<file path="src/rtl/bbd_pkg.sv">
// Shared types and constants of the bilinear Bayer demosaic.
// No dependencies; imported by every module of the block.
package bbd_pkg;

  localparam int PIX_W          = 8;
  localparam int CFG_REG_W      = 13;
  localparam int CFG_ADDR_W     = 3;
  localparam int CFG_DATA_W     = 32;
  localparam int DEF_MAX_WIDTH  = 4096;
  localparam int DEF_MAX_HEIGHT = 4096;
  localparam int MIN_SIZE       = 2;

  localparam logic [CFG_REG_W-1:0] FRAME_WIDTH_RST  = 13'd640;
  localparam logic [CFG_REG_W-1:0] FRAME_HEIGHT_RST = 13'd480;

  // input op code for a pad transaction
  localparam logic OP_PAD = 1'b1;

  // divide by three: (x * 683) >> 11 is exact for x below 2046
  localparam int RECIP3       = 683;
  localparam int RECIP3_SHIFT = 11;

  typedef enum logic {
    REG_FRAME_WIDTH  = 1'b0,
    REG_FRAME_HEIGHT = 1'b1
  } cfg_reg_t;

  typedef struct packed {
    logic             op;
    logic [PIX_W-1:0] raw_pixel;
  } in_item_t;

  typedef struct packed {
    logic [PIX_W-1:0] red;
    logic [PIX_W-1:0] green;
    logic [PIX_W-1:0] blue;
    logic             frame_end;
  } out_item_t;

  typedef enum logic {
    S_IDLE,
    S_EXEC
  } fsm_state_t;

  // controller -> datapath
  typedef struct packed {
    logic load;      // capture sample, read line store
    logic commit;    // write line store, shift window
    logic emit;      // commit produces an output pixel
    logic zero_pix;  // sample counts as zero (pad or tail)
    logic hl;        // left neighbor inside frame
    logic hr;        // right neighbor inside frame
    logic vu;        // upper neighbor inside frame
    logic vd;        // lower neighbor inside frame
    logic odd_row;
    logic odd_col;
    logic last;      // last pixel of the frame
  } dp_cmd_t;

  // datapath -> controller
  typedef struct packed {
    logic out_free;  // output register can take a pixel this cycle
  } dp_status_t;

endpackage

</file>
<file path="src/rtl/bbd_ctrl.sv">
// Controller of the bilinear demosaic: config registers, raster counters, FSM.
// Depends on bbd_pkg; drives bbd_datapath through dp_cmd_t.
module bbd_ctrl #(
  parameter int MAX_WIDTH  = bbd_pkg::DEF_MAX_WIDTH,
  parameter int MAX_HEIGHT = bbd_pkg::DEF_MAX_HEIGHT,
  localparam int CW = $clog2(MAX_WIDTH)
) (
  input  logic                             clk,
  input  logic                             rst_n,
  input  logic                             in_valid,
  output logic                             in_stall,
  input  logic                             in_op,
  input  logic                             cfg_psel,
  input  logic                             cfg_penable,
  input  logic                             cfg_pwrite,
  input  logic [bbd_pkg::CFG_ADDR_W-1:0]   cfg_paddr,
  input  logic [bbd_pkg::CFG_DATA_W-1:0]   cfg_pwdata,
  output logic [bbd_pkg::CFG_DATA_W-1:0]   cfg_prdata,
  output logic                             cfg_pready,
  output bbd_pkg::dp_cmd_t                 cmd,
  output logic [CW-1:0]                    cmd_addr,
  input  bbd_pkg::dp_status_t              status
);
  import bbd_pkg::*;

  localparam int WW = $clog2(MAX_WIDTH + 1);
  localparam int HW = $clog2(MAX_HEIGHT + 1);
  localparam int RW = $clog2(MAX_HEIGHT + 2);

  logic [CFG_REG_W-1:0] frame_width_r;
  logic [CFG_REG_W-1:0] frame_height_r;
  logic [WW-1:0]        w_eff;
  logic [HW-1:0]        h_eff;
  logic [CW-1:0]        w_last;
  logic [RW-1:0]        h_ext;
  logic [RW-1:0]        h_last;
  logic [CW-1:0]        col_r;
  logic [CW-1:0]        col_nxt;
  logic [RW-1:0]        row_r;
  logic [RW-1:0]        row_nxt;
  logic [CW-1:0]        ocol;
  logic [RW-1:0]        orow;
  fsm_state_t           state_r;
  fsm_state_t           state_nxt;
  cfg_reg_t             cfg_idx;
  logic                 cfg_wr;
  logic                 load;
  logic                 emit_a;
  logic                 emit_b;
  logic                 emit;
  logic                 commit;

  // register file
  assign cfg_wr     = cfg_psel && cfg_penable && cfg_pwrite;
  assign cfg_idx    = cfg_reg_t'(cfg_paddr[2]);
  assign cfg_pready = 1'b1;

  always_ff @(posedge clk) begin
    if (!rst_n) begin
      frame_width_r  <= FRAME_WIDTH_RST;
      frame_height_r <= FRAME_HEIGHT_RST;
    end else if (cfg_wr) begin
      case (cfg_idx)
        REG_FRAME_WIDTH:  frame_width_r  <= cfg_pwdata[CFG_REG_W-1:0];
        REG_FRAME_HEIGHT: frame_height_r <= cfg_pwdata[CFG_REG_W-1:0];
        default: ;
      endcase
    end
  end

  always_comb begin
    case (cfg_idx)
      REG_FRAME_WIDTH:  cfg_prdata = CFG_DATA_W'(frame_width_r);
      REG_FRAME_HEIGHT: cfg_prdata = CFG_DATA_W'(frame_height_r);
      default:          cfg_prdata = '0;
    endcase
  end

  // frame size clamped to [2, MAX]
  always_comb begin
    if (frame_width_r < CFG_REG_W'(MIN_SIZE)) begin
      w_eff = WW'(MIN_SIZE);
    end else if (32'(frame_width_r) > MAX_WIDTH) begin
      w_eff = WW'(MAX_WIDTH);
    end else begin
      w_eff = WW'(frame_width_r);
    end
    if (frame_height_r < CFG_REG_W'(MIN_SIZE)) begin
      h_eff = HW'(MIN_SIZE);
    end else if (32'(frame_height_r) > MAX_HEIGHT) begin
      h_eff = HW'(MAX_HEIGHT);
    end else begin
      h_eff = HW'(frame_height_r);
    end
  end

  assign w_last = CW'(w_eff - WW'(1));
  assign h_ext  = RW'(h_eff);
  assign h_last = RW'(h_eff - HW'(1));

  // output position: column 0 finishes the previous row, else one behind
  assign emit_a = (col_r == '0) && (row_r >= RW'(2));
  assign emit_b = (col_r != '0) && (row_r != '0) && (row_r <= h_ext);
  assign emit   = emit_a || emit_b;
  assign orow   = emit_a ? row_r - RW'(2) : row_r - RW'(1);
  assign ocol   = emit_a ? w_last : col_r - CW'(1);
  assign commit = (state_r == S_EXEC) && (!emit || status.out_free);

  always_comb begin
    cmd.load     = load;
    cmd.commit   = commit;
    cmd.emit     = emit;
    cmd.zero_pix = (in_op == OP_PAD) || (row_r >= h_ext);
    cmd.hl       = (ocol != '0);
    cmd.hr       = (ocol != w_last);
    cmd.vu       = (orow != '0);
    cmd.vd       = (orow != h_last);
    cmd.odd_row  = orow[0];
    cmd.odd_col  = ocol[0];
    cmd.last     = (orow == h_last) && (ocol == w_last);
  end

  assign cmd_addr = col_r;

  // raster counters; a config write restarts the frame
  always_comb begin
    col_nxt = col_r;
    row_nxt = row_r;
    if (cfg_wr) begin
      col_nxt = '0;
      row_nxt = '0;
    end else if (commit) begin
      if ((col_r == '0) && (row_r == h_ext + RW'(1))) begin
        col_nxt = '0;
        row_nxt = '0;
      end else if (col_r == w_last) begin
        col_nxt = '0;
        row_nxt = row_r + RW'(1);
      end else begin
        col_nxt = col_r + CW'(1);
      end
    end
  end

  always_ff @(posedge clk) begin
    if (!rst_n) begin
      col_r <= '0;
      row_r <= '0;
    end else begin
      col_r <= col_nxt;
      row_r <= row_nxt;
    end
  end

  // state register
  always_ff @(posedge clk) begin
    if (!rst_n) begin
      state_r <= S_IDLE;
    end else begin
      state_r <= state_nxt;
    end
  end

  // next state: accept, then execute until the commit (held while output is blocked)
  always_comb begin
    state_nxt = state_r;
    in_stall  = 1'b1;
    load      = 1'b0;
    case (state_r)
      S_IDLE: begin
        in_stall = 1'b0;
        if (in_valid) begin
          load      = 1'b1;
          state_nxt = S_EXEC;
        end
      end
      S_EXEC: begin
        if (commit) begin
          state_nxt = S_IDLE;
        end
      end
      default: state_nxt = S_IDLE;
    endcase
  end

endmodule

</file>
<file path="config.mk">
export PLATFORM = sky130hd
export DESIGN_NAME = bbd_ctrl
export DESIGN_NICKNAME = d
export VERILOG_FILES = /design/src/rtl/bbd_pkg.sv /design/src/rtl/bbd_ctrl.sv
export SDC_FILE = /design/constraint.sdc
export NUM_CORES = 1
export LEC_CHECK = 0
export BUFFER_PORTS_ARGS = -buffer_cell sky130_fd_sc_hd__buf_4
export CORE_MARGIN = 2
export CORE_UTILIZATION = 51
export CTS_BUF_LIST = sky130_fd_sc_hd__clkbuf_2 sky130_fd_sc_hd__clkbuf_4 sky130_fd_sc_hd__clkbuf_8
export DETAILED_ROUTE_END_ITERATION = 8
export PLACE_DENSITY_LB_ADDON = 0.25
export SYNTH_ARGS = -nofsm -noshare
export SYNTH_HDL_FRONTEND = slang
export SYNTH_SLANG_ARGS = --single-unit
</file>
<file path="constraint.sdc">
create_clock -name clk -period 7.3 [get_ports clk]
set_input_delay 0.73 -clock clk [delete_from_list [all_inputs] [get_ports clk]]
set_output_delay 0.73 -clock clk [all_outputs]
set_load 0.02 [all_outputs]
</file>
# After elaboration in Yosys (flattened, before gate mapping)
# Index checks and enable logic that the tools add are counted.
# totals
regBits	52
word_cells	67
out_inout_bits	57
in_bits	43
# op_classes
eq_ne	6
bitwise_logic	3
order_cmp	7
mux	16
add_sub_neg	8
reduce_logical	22
# op_table
cell	n
$mux W13	5
$pmux W32 S2	1
$mux W12	5
$add A13 B1 Y13 const B	2
$eq A13 B13 Y1	2
$gt A13 B13 Y1 const B	2
$lt A13 B2 Y1 const B	2
$reduce_bool A13 Y1	2
$sub A13 B1 Y13 const B	2
$eq A12 B12 Y1	2
$reduce_bool A12 Y1	2
$sub A12 B1 Y12 const B	2
$ge A13 B13 Y1	1
$ge A13 B2 Y1 const B	1
$le A13 B13 Y1	1
$ne A13 B13 Y1	1
$sub A13 B2 Y13 const B	1
$add A12 B1 Y12 const B	1
$logic_not A12 Y1	1
$ne A12 B12 Y1	1
$logic_and A1 B1 Y1	8
$reduce_and A2 Y1	3
$mux W1	4
$logic_or A1 B1 Y1	3
5 further kinds	7

# Depth between registers and ports, before layout
# depth
depth_word	11
mapped_depth	18
mapped_depth_nobuf	15

# Least setup slack after synthesis
# No wires, ideal clock.
# synth_path
path_type	register -> output
start	register frame_width_r[2]
end	output cmd[0] (netlist bit)
setup_slack_ns	2.519
n_path_buf	4
required_ns	6.570
t_arrival_ns	4.051
path_stages_with_launch	15
path_cell_list	dfxtp_1 > or4_1 > buf_4 > o41ai_4 > ha_1 > clkbuf_1 > clkbuf_1 > clkbuf_1 > a41oi_1 > a311o_1 > xnor2_1 > nor4_1 > nand4_1 > a211o_1 > and4b_1
# synth_rtl
item	line	source
from (decl)	bbd_ctrl.sv:30	logic [CFG_REG_W-1:0] frame_width_r;
from (signal assigned)	bbd_ctrl.sv:64	REG_FRAME_WIDTH: frame_width_r <= cfg_pwdata[CFG_REG_W-1:0];
to (decl)	bbd_ctrl.sv:20	output bbd_pkg::dp_cmd_t cmd,

==> impl_metrics.csv <==
group,metric,value,unit
run_status,status,"finished, final reports clean",
synth,async_reset_ff_share,0,%
place,place_congestion,1.00,
synth,synthTopCellsByCount,"106 x nand2_1, 62 x nor2_1, 52 x dfxtp_1",
synth,synth_top_area_share,15.9,%
routing,routedWlPerCell,18.7,um
worst_setup_path,startpoint_type,"register",
synth,syn_area,6540,um2
synth,synth_seq_cells,52,
global_route,overflow,0,
clock_network,clockRootBuffer,"clkbuf_8",
synth,synth_cell_types,89,
cells_and_area,fin_nets,970,
timing,setup_violations,0,
clock_network,path_clk_slew,0.09,ns
worst_setup_path,r2r_end,"row_r[0]$_SDFFE_PP0P_",
routing,first_pass_iters,5,
place,portBuffers,58,
worst_setup_path,cp-startpoint,"frame_height_r[3]$_SDFFE_PN0P_",
die,die_x,117,um
min_path,holdPathEnd,"frame_width_r[11]$_SDFFE_PN0P_",
clock_network,worstSkewPairLatency,0.33,ns
die,die_area,13800,um2
global_route,grt_pass1_wl,31700,um
global_route,grt_max_degree,30,
die,num_rows,41,
timing,setup_tns,0,ns
clock_network,cts_setup_buffers,0,
synth,synthFlopType,"dfxtp_1",
worst_setup_path,worstPathMaxFanout,23,
timing,setup_ws,1.42,ns
cells_and_area,num-fill-cells,1253,
power_and_ir_drop,p_seq_share,41.7,%
synth,synth_top_cell_by_area,"dfxtp_1",
job,cap_viol_max_count,0,
routing,via_per_inst,6.36,
clock_network,cts_max_path_buffers,2,
timing,post-route-period-util,80.5,%
routing,drc_errors,0,
synth,synth_area_leaders,"dfxtp_1 16%, nand2_1 6.1%, xnor2_1 6.0%, ha_1 4.8%, nor2_1 3.6%",
power_and_ir_drop,p_leak,2.69,nW
synth,syn_area_per_cell,7.21,um2
min_path,hold_path_class,"reg2reg",
power_and_ir_drop,switchingPower,248,uW
clock_network,cts_resized,0,
routing,ant_nets,0,
power_and_ir_drop,switching_share,34.1,%
die,dieHeight,117,um
timing,finalHoldViolations,0,
timing,finClkSkew,0.00628,ns
min_path,min_delay_path_depth,2,
timing,slew_headroom,38.2,%
die,core_area,12600,um2
clock_network,tritoncts,"done",
clock_network,hold_buffers,0,
die,start_util,52.1,%
clock_network,cts_buffers,5,
clock_network,cts.sinks,52,
synth,synth_edf_count,0,
synth,ys_warn_count,0,
clock_network,cts_htree_levels,2,
global_route,grt_usage,29.1,%
die,ios,100,
cells_and_area,area_growth,5.85,%
timing,fmax,170,MHz
worst_setup_path,r2r-start,"frame_width_r[2]$_SDFFE_PN0P_",
power_and_ir_drop,cellPowerDensity,105,nW/um2
global_route,antenna_found_initial,0,
min_path,worstHoldStart,"frame_width_r[11]$_SDFFE_PN0P_",
synth,seq_area_frac_synth,15.9,%
worst_setup_path,cp.required,6.57,ns
routing,vias,6841,
worst_setup_path,critPathCaptureType,"output port",
timing,worstMarginPinSlew,0.903,ns
timing,finalMaxSlewViolations,0,
routing,routed_wl,20100,um
place,dpl.hpwl,14900,um
synth,synth.most_common_cell,"nand2_1",
timing,fin_crit,5.88,ns
worst_setup_path,worst_ep_arrival_time,5.15,ns
power_and_ir_drop,clockPowerShare,28.8,%
worst_setup_path,rr_worst_depth,11,
power_and_ir_drop,internal_power,478,uW
global_route,grt_pass1_vias,5939,
timing,rsz0062_at_grt,"false",
synth,syn_inst,907,
power_and_ir_drop,p_comb_share,29.5,%
worst_setup_path,worstSetupPathType,"reg2out",
place,pre_cts_ws,1.81,ns
routing,drt_iter0_markers,710,
cells_and_area,drive_gt1_share,12.3,%
power_and_ir_drop,peakVddDrop,0.000110,V
cells_and_area,num_antenna_cells,0,
worst_setup_path,worst-r2r-setup-slack,1.85,ns
## layer usage
metal,GRT usage (%),vias up,share of wire [%]
li1,-,3281,-
met1,41.9,3207,45
met2,46.2,316,45
met3,3.91,37,8.4
met4,6.67,0,1.8
met5,0,-,0
## metrics by stage
| step | utilization, % | instances | power (mW) | cell area, um2 | hold WS (ns) |
|---|---|---|---|---|---|
| floorplan | - | 925 | 0.476 | 6610 | 0.474 |
| global placement | 54.2 | 1067 | 0.519 | 6820 | 0.550 |
| detailed placement | 54.2 | 1067 | 0.518 | 6820 | 0.551 |
| CTS | 55.1 | 1075 | 0.724 | 6930 | 0.564 |
| global route | 55.1 | 1075 | 0.758 | 6930 | 0.604 |
| finish | 55.1 | 1075 | 0.726 | 6930 | 0.567 |
## layout by cell type, fill, tap and decap left out, types with 25 or more instances in the layout
cell and count:
nand2_1 106, buf_4 64, nor2_1 62, dfxtp_1 52
xnor2_1 45, o21ai_0 40, nand4_1 34, inv_1 34
nand3_1 33, a21oi_1 32, nor3_1 28, nor4_1 25
ha_1 25
## state kept, by name, indices dropped and copies added, names as in the netlist
register	count
frame_height_r	13
frame_width_r	13
row_r	13
cmd_addr	12
state_r	1
## cell families (layout without fill, tap and decap cells)
group / Yosys count / after routing / synth area share, %
multiplexers: 21 / 21 / 3.67
flip-flops: 52 / 52 / 15.9
other: 2 / 20 / 0.115
AND/OR/NAND/NOR: 412 / 412 / 33.8
buffers and inverters: 129 / 107 / 9.52
adder cells (fa/ha/maj): 25 / 25 / 4.78
AO/OA/AOI/OAI: 205 / 205 / 23.2
XOR/XNOR: 61 / 61 / 9.04
## critical path, cell delays in order (launching register included)
cell and delay (ns):
dfxtp_1 0.46, or4_1 0.67, nor4_1 0.68, nor2_1 0.08
nor2_1 0.15, inv_1 0.08, ha_1 0.29, nor2b_1 0.13
o211ai_1 0.16, a211oi_1 0.10, o31ai_1 0.53, o21a_1 0.60
inv_1 0.54, buf_4 0.32
## layout make-up
class | instances | area, um2 | share of cell area, %
multi-input combinational | 744 | 4950 | 71.4
sequential | 52 | 1040 | 15.0
clock buffer | 6 | 76.3 | 1.10
inverter | 35 | 131 | 1.90
timing repair buffer | 64 | 480 | 6.94
tap | 172 | 215 | 3.11
clock inverter | 2 | 35.0 | 0.506
## worst max path at each step
stage,end,cells past startpoint,slack (ns)
after floorplan,cmd[0],14,2.52
after global placement,cmd[9],13,1.82
after detailed placement,cmd[9],13,1.81
after CTS,cmd[9],13,1.43
after global routing,cmd[9],13,1.09
final,cmd[9],13,1.42
## power by group through the flow
stage / logic, mW / registers, mW / clock network (mW)
after floorplan: 0.174 / 0.302 / 0
after global placement: 0.210 / 0.309 / 0
after detailed placement: 0.209 / 0.309 / 0
after CTS: 0.211 / 0.302 / 0.212
after global routing: 0.233 / 0.304 / 0.222
final: 0.214 / 0.303 / 0.209
Power figures use the tool's default switching activity.
